## config.mk

```make
export PLATFORM = sky130hd
export DESIGN_NAME = hmm_viterbi_state_update
export DESIGN_NICKNAME = d
export VERILOG_FILES = /design/src/design/hvs_pkg.sv /design/src/design/hmm_viterbi_state_update.sv /design/src/design/hvs_trans_mem.sv
export SDC_FILE = /design/constraint.sdc
export NUM_CORES = 2
export LEC_CHECK = 0
export ABC_CLOCK_PERIOD_IN_PS = 14200
export BUFFER_PORTS_ARGS = -buffer_cell sky130_fd_sc_hd__buf_2
export CELL_PAD_IN_SITES_DETAIL_PLACEMENT = 1
export CELL_PAD_IN_SITES_GLOBAL_PLACEMENT = 1
export CORE_MARGIN = 8
export CORE_UTILIZATION = 51
export CTS_CLUSTER_SIZE = 8
export DETAILED_ROUTE_END_ITERATION = 8
export PLACE_DENSITY = 0.77
export SYNTH_ARGS = -nofsm -noshare
export SYNTH_HDL_FRONTEND = slang
export SYNTH_SLANG_ARGS = --single-unit
```

## constraint.sdc

```tcl
create_clock -name clk_i -period 14.2 [get_ports clk_i]
set_clock_uncertainty 0.05 [all_clocks]
set_input_delay 0 -clock clk_i [delete_from_list [all_inputs] [get_ports clk_i]]
set_output_delay 0 -clock clk_i [all_outputs]
set_load 0.01 [all_outputs]
```

## src/design/hvs_pkg.sv

```systemverilog
// Package for the HMM Viterbi state update block.
// Holds widths, function codes, sequencer states, table port type and
// the saturating adder. No dependencies.
package hvs_pkg;

  localparam int MAX_EMIT_STATES = 5;
  localparam int NCOLS           = MAX_EMIT_STATES + 1;
  localparam int TBL_DEPTH       = MAX_EMIT_STATES * NCOLS;
  localparam int TBL_AW          = $clog2(TBL_DEPTH);
  localparam int ST_W            = $clog2(NCOLS);
  localparam int FRAME_BITS      = 20;
  localparam int SCORE_W         = 32;
  localparam int HIST_W          = 25;
  localparam int FUNC_W          = 3;

  localparam logic signed [SCORE_W-1:0] LOG_ZERO_RST = -32'sd939524096;
  localparam logic [2:0]                NUM_EMIT_RST = 3'd3;
  localparam logic signed [SCORE_W-1:0] SCORE_MIN    = {1'b1, {(SCORE_W-1){1'b0}}};
  localparam logic signed [SCORE_W-1:0] SCORE_MAX    = {1'b0, {(SCORE_W-1){1'b1}}};

  typedef enum logic [FUNC_W-1:0] {
    FN_CLEAR = 3'd0,
    FN_ENTER = 3'd1,
    FN_TOKEN = 3'd2,
    FN_FRAME = 3'd3,
    FN_EXIT  = 3'd4,
    FN_LOAD  = 3'd5
  } func_e;

  typedef enum logic [0:0] {
    CFG_NUM_EMIT = 1'b0,
    CFG_LOG_ZERO = 1'b1
  } cfg_idx_e;

  typedef enum logic [2:0] {
    ST_IDLE,
    ST_RD,
    ST_ACC,
    ST_FIN,
    ST_FIN0,
    ST_XFIN,
    ST_OUT
  } seq_e;

  // table write request
  typedef struct packed {
    logic                      en;
    logic [TBL_AW-1:0]         addr;
    logic signed [SCORE_W-1:0] data;
  } tbl_wr_t;

  function automatic logic signed [SCORE_W-1:0] sat_add(
    input logic signed [SCORE_W-1:0] a,
    input logic signed [SCORE_W-1:0] b
  );
    logic signed [SCORE_W:0] s;
    s = {a[SCORE_W-1], a} + {b[SCORE_W-1], b};
    if (s[SCORE_W] != s[SCORE_W-1]) begin
      return s[SCORE_W] ? SCORE_MIN : SCORE_MAX;
    end
    return s[SCORE_W-1:0];
  endfunction

endpackage

```

## src/design/hmm_viterbi_state_update.sv

```systemverilog
// Top level of the left-to-right HMM Viterbi state update block.
// Sequencer, state registers and output register; table in hvs_trans_mem.
// Depends on hvs_pkg and hvs_trans_mem.
//
//  port group   dir  carries
//  s_axis_*     in   one request: func, score, data, hist, frame, from, to, sen 0..4
//  m_axis_*     out  one result per request: best, exit token, activated, frame_error
//  cfg_*        in   register write: 0 num_emit_states, 1 log_zero
//
// Clear, enter, token in, load and unknown codes go from idle to output. Exit and
// frame updates scan the n states in use: every add-compare step is a table read
// (ST_RD) then an accumulate (ST_ACC) on the single read port.
// Reset (async, active low) restores all tokens, the configuration and the
// sequencer state; payload registers have no reset, and the table holds garbage
// until loaded. A result waits in the output register; a new request is taken
// while it waits only if it leaves that same cycle.
module hmm_viterbi_state_update (
  input  logic         clk_i,
  input  logic         rst_ni,
  input  logic         s_axis_tvalid,
  output logic         s_axis_tready,
  // [2:0] func, [34:3] score, [66:35] data, [91:67] hist, [111:92] frame,
  // [114:112] from_state, [117:115] to_state, [149:118] sen_score_0,
  // [181:150] sen_score_1, [213:182] sen_score_2, [245:214] sen_score_3,
  // [277:246] sen_score_4, [279:278] zero
  input  logic [279:0] s_axis_tdata,
  output logic         m_axis_tvalid,
  input  logic         m_axis_tready,
  // [31:0] best_out, [63:32] exit_score_out, [95:64] exit_data_out,
  // [120:96] exit_hist_out, [121] activated, [122] frame_error, [127:123] zero
  output logic [127:0] m_axis_tdata,
  input  logic         cfg_we_i,
  input  logic [0:0]   cfg_idx_i,
  input  logic [31:0]  cfg_data_i
);

  localparam int SW = hvs_pkg::SCORE_W;
  localparam int HW = hvs_pkg::HIST_W;
  localparam int FB = hvs_pkg::FRAME_BITS;
  localparam int NS = hvs_pkg::MAX_EMIT_STATES;
  localparam int XW = hvs_pkg::ST_W;

  // input fields
  logic [2:0]          in_func;
  logic signed [SW-1:0] in_score, in_data;
  logic signed [HW-1:0] in_hist;
  logic [FB-1:0]       in_frame;
  logic [2:0]          in_from, in_to;
  logic signed [SW-1:0] in_sen [NS];

  assign in_func  = s_axis_tdata[2:0];
  assign in_score = s_axis_tdata[34:3];
  assign in_data  = s_axis_tdata[66:35];
  assign in_hist  = s_axis_tdata[91:67];
  assign in_frame = s_axis_tdata[111:92];
  assign in_from  = s_axis_tdata[114:112];
  assign in_to    = s_axis_tdata[117:115];
  assign in_sen[0] = s_axis_tdata[149:118];
  assign in_sen[1] = s_axis_tdata[181:150];
  assign in_sen[2] = s_axis_tdata[213:182];
  assign in_sen[3] = s_axis_tdata[245:214];
  assign in_sen[4] = s_axis_tdata[277:246];

  // configuration
  logic [2:0]           num_emit_q;
  logic signed [SW-1:0] log_zero_q;

  always_ff @(posedge clk_i or negedge rst_ni) begin
    if (!rst_ni) begin
      num_emit_q <= hvs_pkg::NUM_EMIT_RST;
      log_zero_q <= hvs_pkg::LOG_ZERO_RST;
    end else if (cfg_we_i) begin
      unique case (hvs_pkg::cfg_idx_e'(cfg_idx_i))
        hvs_pkg::CFG_NUM_EMIT: num_emit_q <= cfg_data_i[2:0];
        hvs_pkg::CFG_LOG_ZERO: log_zero_q <= cfg_data_i;
        default: ;
      endcase
    end
  end

  // states in use, clamped to 1..NS
  logic [XW-1:0] n_eff;
  always_comb begin
    if (num_emit_q == 3'd0) begin
      n_eff = XW'(1);
    end else if (32'(num_emit_q) > NS) begin
      n_eff = XW'(NS);
    end else begin
      n_eff = XW'(num_emit_q);
    end
  end

  // architectural state
  logic signed [SW-1:0] entry_score_q, entry_data_q;
  logic signed [HW-1:0] entry_hist_q;
  logic signed [SW-1:0] score_q [NS];
  logic signed [SW-1:0] sdata_q [NS];
  logic signed [HW-1:0] shist_q [NS];
  logic signed [SW-1:0] exit_score_q, exit_data_q;
  logic signed [HW-1:0] exit_hist_q;
  logic signed [SW-1:0] best_q;
  logic signed [FB:0]   active_frame_q;

  // sequencer working registers
  hvs_pkg::seq_e        state_q, state_d;
  logic                 is_exit_q;
  logic [XW-1:0]        s_q, d_q, src_q;
  logic                 src_v_q;
  logic signed [SW-1:0] sc_q, run_best_q;
  logic signed [SW-1:0] sen_q [NS];
  logic                 act_q, ferr_q;

  // output register
  logic                 out_valid_q;
  logic [127:0]         out_data_q;

  logic accept;
  logic out_free;
  assign out_free      = !out_valid_q || m_axis_tready;
  assign accept        = s_axis_tvalid && s_axis_tready;
  assign m_axis_tvalid = out_valid_q;
  assign m_axis_tdata  = out_data_q;

  // table port
  hvs_pkg::tbl_wr_t            tbl_wr;
  logic [hvs_pkg::TBL_AW-1:0]  rd_addr;
  logic signed [SW-1:0]        t_rd;
  logic [XW-1:0]               col;

  assign col = is_exit_q ? n_eff : d_q;

  hvs_trans_mem u_mem (
    .clk_i     (clk_i),
    .wr_i      (tbl_wr),
    .rd_addr_i (rd_addr),
    .rd_data_o (t_rd)
  );

  // accumulate step
  logic [XW-1:0]        last_s;
  logic                 t_ok;
  logic signed [SW-1:0] cand;
  logic                 take;

  assign last_s = is_exit_q ? (n_eff - XW'(1)) : d_q;
  assign t_ok   = t_rd > log_zero_q;
  assign cand   = hvs_pkg::sat_add(score_q[s_q], t_rd);
  assign take   = t_ok && (cand >= sc_q);

  // next state
  always_comb begin
    state_d = state_q;
    unique case (state_q)
      hvs_pkg::ST_IDLE: begin
        if (accept) begin
          if (in_func == hvs_pkg::FN_FRAME || in_func == hvs_pkg::FN_EXIT) begin
            state_d = hvs_pkg::ST_RD;
          end else begin
            state_d = hvs_pkg::ST_OUT;
          end
        end
      end
      hvs_pkg::ST_RD: state_d = hvs_pkg::ST_ACC;
      hvs_pkg::ST_ACC: begin
        if (s_q != last_s) begin
          state_d = hvs_pkg::ST_RD;
        end else if (is_exit_q) begin
          state_d = hvs_pkg::ST_XFIN;
        end else if (d_q == '0) begin
          state_d = hvs_pkg::ST_FIN0;
        end else begin
          state_d = hvs_pkg::ST_FIN;
        end
      end
      hvs_pkg::ST_FIN:  state_d = hvs_pkg::ST_RD;
      hvs_pkg::ST_FIN0: state_d = hvs_pkg::ST_OUT;
      hvs_pkg::ST_XFIN: state_d = hvs_pkg::ST_OUT;
      hvs_pkg::ST_OUT:  state_d = hvs_pkg::ST_IDLE;
      default:          state_d = hvs_pkg::ST_IDLE;
    endcase
  end

  // control outputs
  always_comb begin
    s_axis_tready = (state_q == hvs_pkg::ST_IDLE) && out_free;
    rd_addr       = hvs_pkg::TBL_AW'(s_q) * hvs_pkg::TBL_AW'(hvs_pkg::NCOLS)
                  + hvs_pkg::TBL_AW'(col);
    tbl_wr.en     = accept && (in_func == hvs_pkg::FN_LOAD)
                 && (32'(in_from) < NS) && (32'(in_to) <= NS);
    tbl_wr.addr   = hvs_pkg::TBL_AW'(in_from) * hvs_pkg::TBL_AW'(hvs_pkg::NCOLS)
                  + hvs_pkg::TBL_AW'(in_to);
    tbl_wr.data   = in_score;
  end

  always_ff @(posedge clk_i or negedge rst_ni) begin
    if (!rst_ni) begin
      state_q <= hvs_pkg::ST_IDLE;
    end else begin
      state_q <= state_d;
    end
  end

  // datapath
  logic signed [SW-1:0] new_d, new_0;
  logic signed [FB:0]   fr_s;
  assign new_d = hvs_pkg::sat_add(sc_q, sen_q[d_q]);
  assign new_0 = src_v_q ? hvs_pkg::sat_add(sc_q, sen_q[0])
                         : hvs_pkg::sat_add(entry_score_q, sen_q[0]);
  assign fr_s  = signed'({1'b0, in_frame});

  always_ff @(posedge clk_i or negedge rst_ni) begin
    if (!rst_ni) begin
      entry_score_q  <= hvs_pkg::LOG_ZERO_RST;
      entry_data_q   <= '0;
      entry_hist_q   <= '1;
      exit_score_q   <= hvs_pkg::LOG_ZERO_RST;
      exit_data_q    <= '0;
      exit_hist_q    <= '1;
      best_q         <= hvs_pkg::LOG_ZERO_RST;
      active_frame_q <= '1;
      act_q          <= 1'b0;
      ferr_q         <= 1'b0;
      is_exit_q      <= 1'b0;
      s_q            <= '0;
      d_q            <= '0;
      src_v_q        <= 1'b0;
      for (int i = 0; i < NS; i++) begin
        score_q[i] <= hvs_pkg::LOG_ZERO_RST;
        sdata_q[i] <= '0;
        shist_q[i] <= '1;
      end
    end else begin
      unique case (state_q)
        hvs_pkg::ST_IDLE: begin
          if (accept) begin
            act_q  <= 1'b0;
            ferr_q <= 1'b0;
            s_q    <= '0;
            src_v_q <= 1'b0;
            unique case (in_func)
              hvs_pkg::FN_CLEAR: begin
                entry_score_q <= log_zero_q;
                entry_hist_q  <= '1;
                for (int i = 0; i < NS; i++) begin
                  if (i < 32'(n_eff)) begin
                    score_q[i] <= log_zero_q;
                    shist_q[i] <= '1;
                  end
                end
                exit_score_q   <= log_zero_q;
                exit_hist_q    <= '1;
                best_q         <= log_zero_q;
                active_frame_q <= '1;
              end
              hvs_pkg::FN_ENTER: begin
                entry_score_q  <= in_score;
                entry_data_q   <= in_data;
                entry_hist_q   <= in_hist;
                active_frame_q <= fr_s;
              end
              hvs_pkg::FN_TOKEN: begin
                if (entry_score_q < in_score) begin
                  entry_score_q <= in_score;
                  entry_data_q  <= in_data;
                  entry_hist_q  <= in_hist;
                  if (active_frame_q < fr_s) begin
                    active_frame_q <= fr_s;
                    act_q          <= 1'b1;
                  end else if (active_frame_q > fr_s) begin
                    ferr_q <= 1'b1;
                  end
                end
              end
              hvs_pkg::FN_FRAME: begin
                is_exit_q <= 1'b0;
                // top column first; with one state go straight to state 0
                d_q  <= n_eff - XW'(1);
                sc_q <= (n_eff == XW'(1)) ? entry_score_q : log_zero_q;
              end
              hvs_pkg::FN_EXIT: begin
                is_exit_q <= 1'b1;
                sc_q      <= log_zero_q;
              end
              default: ;
            endcase
          end
        end
        hvs_pkg::ST_ACC: begin
          if (take) begin
            sc_q    <= cand;
            src_q   <= s_q;
            src_v_q <= 1'b1;
          end
          if (s_q != last_s) begin
            s_q <= s_q + XW'(1);
          end
        end
        hvs_pkg::ST_FIN: begin
          // lower states still hold last frame's values when read later
          score_q[d_q] <= new_d;
          if (src_v_q) begin
            sdata_q[d_q] <= sdata_q[src_q];
            shist_q[d_q] <= shist_q[src_q];
          end
          d_q     <= d_q - XW'(1);
          s_q     <= '0;
          src_v_q <= 1'b0;
          sc_q    <= (d_q == XW'(1)) ? entry_score_q : log_zero_q;
        end
        hvs_pkg::ST_FIN0: begin
          score_q[0] <= new_0;
          if (!src_v_q) begin
            sdata_q[0] <= entry_data_q;
            shist_q[0] <= entry_hist_q;
          end
          entry_score_q <= log_zero_q;
          best_q <= (new_0 > run_best_q) ? new_0 : run_best_q;
        end
        hvs_pkg::ST_XFIN: begin
          exit_score_q <= sc_q;
          if (src_v_q) begin
            exit_data_q <= sdata_q[src_q];
            exit_hist_q <= shist_q[src_q];
          end
        end
        default: ;
      endcase
    end
  end

  // payload registers without reset
  always_ff @(posedge clk_i) begin
    if (accept) begin
      for (int i = 0; i < NS; i++) begin
        sen_q[i] <= in_sen[i];
      end
    end
    if (accept && in_func == hvs_pkg::FN_FRAME) begin
      run_best_q <= hvs_pkg::SCORE_MIN;
    end else if (state_q == hvs_pkg::ST_FIN && new_d > run_best_q) begin
      run_best_q <= new_d;
    end
    if (state_q == hvs_pkg::ST_OUT) begin
      out_data_q <= {5'd0, ferr_q, act_q, exit_hist_q, exit_data_q,
                     exit_score_q, best_q};
    end
  end

  always_ff @(posedge clk_i or negedge rst_ni) begin
    if (!rst_ni) begin
      out_valid_q <= 1'b0;
    end else if (state_q == hvs_pkg::ST_OUT) begin
      out_valid_q <= 1'b1;
    end else if (m_axis_tready) begin
      out_valid_q <= 1'b0;
    end
  end

  // checks
  a_ready_idle: assert property (@(posedge clk_i) disable iff (!rst_ni)
    s_axis_tready |-> state_q == hvs_pkg::ST_IDLE)
    else $error("request taken while busy");

  a_rd_acc: assert property (@(posedge clk_i) disable iff (!rst_ni)
    state_q == hvs_pkg::ST_RD |=> state_q == hvs_pkg::ST_ACC)
    else $error("table read not followed by accumulate");

  a_scan_bound: assert property (@(posedge clk_i) disable iff (!rst_ni)
    state_q == hvs_pkg::ST_ACC |-> s_q <= last_s && 32'(d_q) < NS)
    else $error("scan index out of range");

  a_out_slot: assert property (@(posedge clk_i) disable iff (!rst_ni)
    state_q == hvs_pkg::ST_OUT |-> !out_valid_q)
    else $error("result would overwrite pending result");

endmodule

```

## src/design/hvs_trans_mem.sv

```systemverilog
// Transition probability table: one write port, one registered read port.
// Depends on hvs_pkg.
module hvs_trans_mem (
  input  logic                              clk_i,
  input  hvs_pkg::tbl_wr_t                  wr_i,
  input  logic [hvs_pkg::TBL_AW-1:0]        rd_addr_i,
  output logic signed [hvs_pkg::SCORE_W-1:0] rd_data_o
);

  logic signed [hvs_pkg::SCORE_W-1:0] mem [hvs_pkg::TBL_DEPTH];

  always_ff @(posedge clk_i) begin
    if (wr_i.en) begin
      mem[wr_i.addr] <= wr_i.data;
    end
    rd_data_o <= mem[rd_addr_i];
  end

endmodule

```

==> results.md <==
- Outcome: finished clean
- Io pins: between 400 and 500
- Slowest cell on crit path: and4b_2
- Vias: ~75000
- Core ar.: between 150000 and 200000 um^2
- Startpoint Class: flop
- Max_cap viols: 0
- Worst Max-Slew Pin Slew: 1.27 ns
- Hold Crit Depth: 3
- Initial antenna violation count: 28
- Crit end category: flop
- Combinational Power Share: 52.8%
- Sw Pwr: about 0.015 W
- Worst path arrival time: roughly 12 ns
- Total Routing Usage GR: roughly 37%
- Sequential share of the synthesized area: 60.0%
- RSZ-0062 raised after global routing: no
- CTS tree: built
- Die height: about 450 um
- Fillcell total: around 19000
- Total CTS buffers: a little over 300
- Max incr delay on CP: ~1.1 ns
- Area delta synth->final: 21.7%
- Hold path endpoint: u_mem.mem[24][17]$_DFFE_PP_
- Post-route ant nets: 0
- Gate Count Post-Synth: roughly 7600
- Worst R2R End: run_best_q[17]$_SDFFE_PP0P_
- Nets: between 9000 and 10000
- Fraction of layout cells with a size suffix above 1: 20.0%
- CTS Root Cell: clkbuf_16
- Global placement routability congestion: around 0.99
- Synth warn: 0
- Design Power: approximately 0.033 W
- H-tree depth: 5
- 1st-iter DRT viols: slightly below 9000
- Final worst path period need: ~12 ns
- CP Class: reg2reg
- Maximum buffer depth of the clock tree: 4
- Max_slew headroom: between 15 and 20%
- Clock slew at reported path FFs: roughly 0.060 ns
- Placed Area: 102000 um^2
- Inst Count DP: roughly 10000
- Power Density: 280 nW/um^2
- R2r setup slk: around 2.4 ns
- Avg Inst Size Synth: about 13 um^2
- Site Rows: between 150 and 200
- Largest area contributor in the netlist: edfxtp_1
- # port buffers: 440
- Synth top area cells: edfxtp_1 (40%), dfrtp_1 (13%), mux4_2 (7.4%)
- DR vias/cell: ~6.5
- Final setup TNS: 0 ns
- Clk_lat worst skew: 0.99 ns
- HP Class: in2reg
- Worst r2r src: d_q[0]$_DFFE_PN0P_
- Peak VDD IR: between 200 and 300 uV
- Hold Startpoint: s_axis_tdata[20]
- Asr flop ratio synth: between 30% and 40%
- Synth Register Bits: roughly 2100
- Vias in the first global route: ~79000
- Critical path fanouts, max: 37
- Die area: between 200000 and 250000 um^2
- Internal: 0.0179 W
- Post-CTS Setup Bufs: 0
- Tcrit/Tclk final: roughly 83%
- Mapped Area: ~97000 um^2
- DRC viols: 0
- Final wirelength: roughly 380000 um
- Commonest register cell after synthesis: edfxtp_1
- Number of synthesized flops with an enable pin: ~1300
- Largest net degree at the start of global routing: around 140
- Non-Filler Instances: about 12000
- Sequential power share: roughly a quarter
- Library cells used by synthesis: about 110
- Grt ovf: 0
- Final instance area: about 120000 um^2
- Switching share of total power: 45.9%
- Most frequent cells in the layout: edfxtp_1 (1278), a21oi_1 (787), nor2_1 (740)
- Die Wd: roughly 450 um
- Initial Util: approximately 51%
- Clock power share: a little over a fifth
- Leakage: 45.6 nW
- WL per Instance: around 33 um
- Final setup violation count: 0
- Post-DP HPWL: ~220000 um
- DRT Pass-1 Iters: 6
- Post-synth top area share: 39.6%
- Num Clock Sinks: between 2000 and 2500
- Maximum clock frequency: between 80 and 90 MHz
- Pins Over Slew Limit: 0
- R2R cell count: 34
- First-pass GRT wire length: 552000 um
- Most common cell after layout, fill and taps aside: edfxtp_1
- Final core occ: between 60% and 70%
- Critical Path RT: ~15 ns
- Final hold violations: 0
## power groups by stage
stage | sequential (W) | clock, W | combinational (W)
finish | 0.00866 | 0.00691 | 0.0174
global route | 0.00870 | 0.00715 | 0.0182
CTS | 0.00859 | 0.00686 | 0.0167
floorplan | 0.00823 | 0 | 0.0105
detailed placement | 0.00868 | 0 | 0.0162
global placement | 0.00863 | 0 | 0.0158
## metal layers
layer	track usage (%)	up-vias	part of all wire, %
met1	45.9	38400	37
met4	20.6	4	6.7
met3	8.50	1257	9.3
met2	58.8	4670	47
met5	0	-	0.0055
li1	-	30800	-
## registers in the layout, indices dropped and copies added (netlist names), 32 cells and up
name	flops
score_q	160
u_mem.mem	960
entry_score_q	32
entry_data_q	32
u_mem.rd_data_o	32
sc_q	32
sen_q	160
run_best_q	32
log_zero_q	32
exit_score_q	32
m_axis_tdata	123
shist_q	125
best_q	32
exit_data_q	32
sdata_q	160
## cell usage after synthesis, drive strengths merged, types with 9 or more instances
master	number
a221o	9
a211oi	20
inv	259
o22a	91
nor3	74
a22oi	48
maj3	20
buf	109
ha	326
dfstp	225
clkbuf	347
xor2	48
nand2	554
edfxtp	1278
and2	46
a222oi	11
and3	29
o21ai	642
a221oi	16
dfxtp	64
mux2i	242
or3	14
o211ai	19
o22ai	53
nand4	44
xnor2	63
nor2	780
a31oi	26
nand2b	32
dfrtp	500
o21bai	11
a21o	103
a21oi	799
nand3	56
o31ai	21
nor2b	27
mux2	136
nor4	10
o21a	29
a211o	29
mux4	320
## how the worst max path moves through the flow
| stage | start | endpoint | slack (ns) | depth (start not counted) |
|---|---|---|---|---|
| 2_1_floorplan | state_q[0]$_DFFE_PN0N_ | m_axis_tdata[0]$_DFFE_PP_ | 4.37 | 2 |
| 3_3_place_gp | d_q[0]$_DFFE_PN0P_ | run_best_q[1]$_SDFFE_PP0P_ | 3.59 | 34 |
| 3_5_place_dp | d_q[0]$_DFFE_PN0P_ | run_best_q[24]$_SDFFE_PP0P_ | 3.44 | 34 |
| 4_1_cts | d_q[0]$_DFFE_PN0P_ | run_best_q[24]$_SDFFE_PP0P_ | 3.35 | 34 |
| 5_1_grt | d_q[0]$_DFFE_PN0P_ | run_best_q[17]$_SDFFE_PP0P_ | 2.14 | 34 |
| 6_report | d_q[0]$_DFFE_PN0P_ | run_best_q[17]$_SDFFE_PP0P_ | 2.45 | 34 |
## timing repair
| item | CTS | global route |
|---|---|---|
| endpoints found under the hold margin | 1543 | 0 |
| resized for setup | 0 | 0 |
| hold buffers | 676 | 0 |
## worst max-delay path: cells and delay by family (launching register included)
family	cells	cell delay (ns)
AO/OA/AOI/OAI	15	3.94
buffers and inverters	7	2.72
AND/OR/NAND/NOR	7	2.50
adder cells (fa/ha/maj)	4	1.57
flip-flops	1	0.44
multiplexers	1	0.28
## final cells by class
cell class | count | area, um^2 | share of cell area, %
Sequential cell | 2067 | 58100 | 49.3
Multi-Input combinational cell | 4865 | 36500 | 31.0
Timing Repair Buffer | 1303 | 10400 | 8.84
Clock buffer | 480 | 8560 | 7.26
Tap cell | 2511 | 3140 | 2.67
Inverter | 260 | 981 | 0.832
Clock inverter | 8 | 110 | 0.0934
Antenna cell | 23 | 57.6 | 0.0488
## metrics by stage
| step | setup WS (ns) | hold slack [ns] |
|---|---|---|
| floorplan | 4.37 | -0.346 |
| global placement | 3.59 | -0.0480 |
| detailed placement | 3.44 | -0.0413 |
| CTS | 3.35 | 0.0158 |
| global route | 2.14 | 0.0483 |
| finish | 2.45 | 0.0705 |
## cells by family after synthesis
| group | after synthesis | share of synthesized area, % |
|---|---|---|
| adders and majority gates | 354 | 4.58 |
| muxes | 698 | 11.6 |
| xor gates and xnor gates | 111 | 1.00 |
| AOI/OAI and AO/OA | 2000 | 12.5 |
| other | 1 | 0.00387 |
| buffers and inverters | 716 | 2.92 |
| DFF | 2067 | 60.0 |
| and+or+nand+nor | 1697 | 7.47 |
Power figures use the tool's default switching activity.
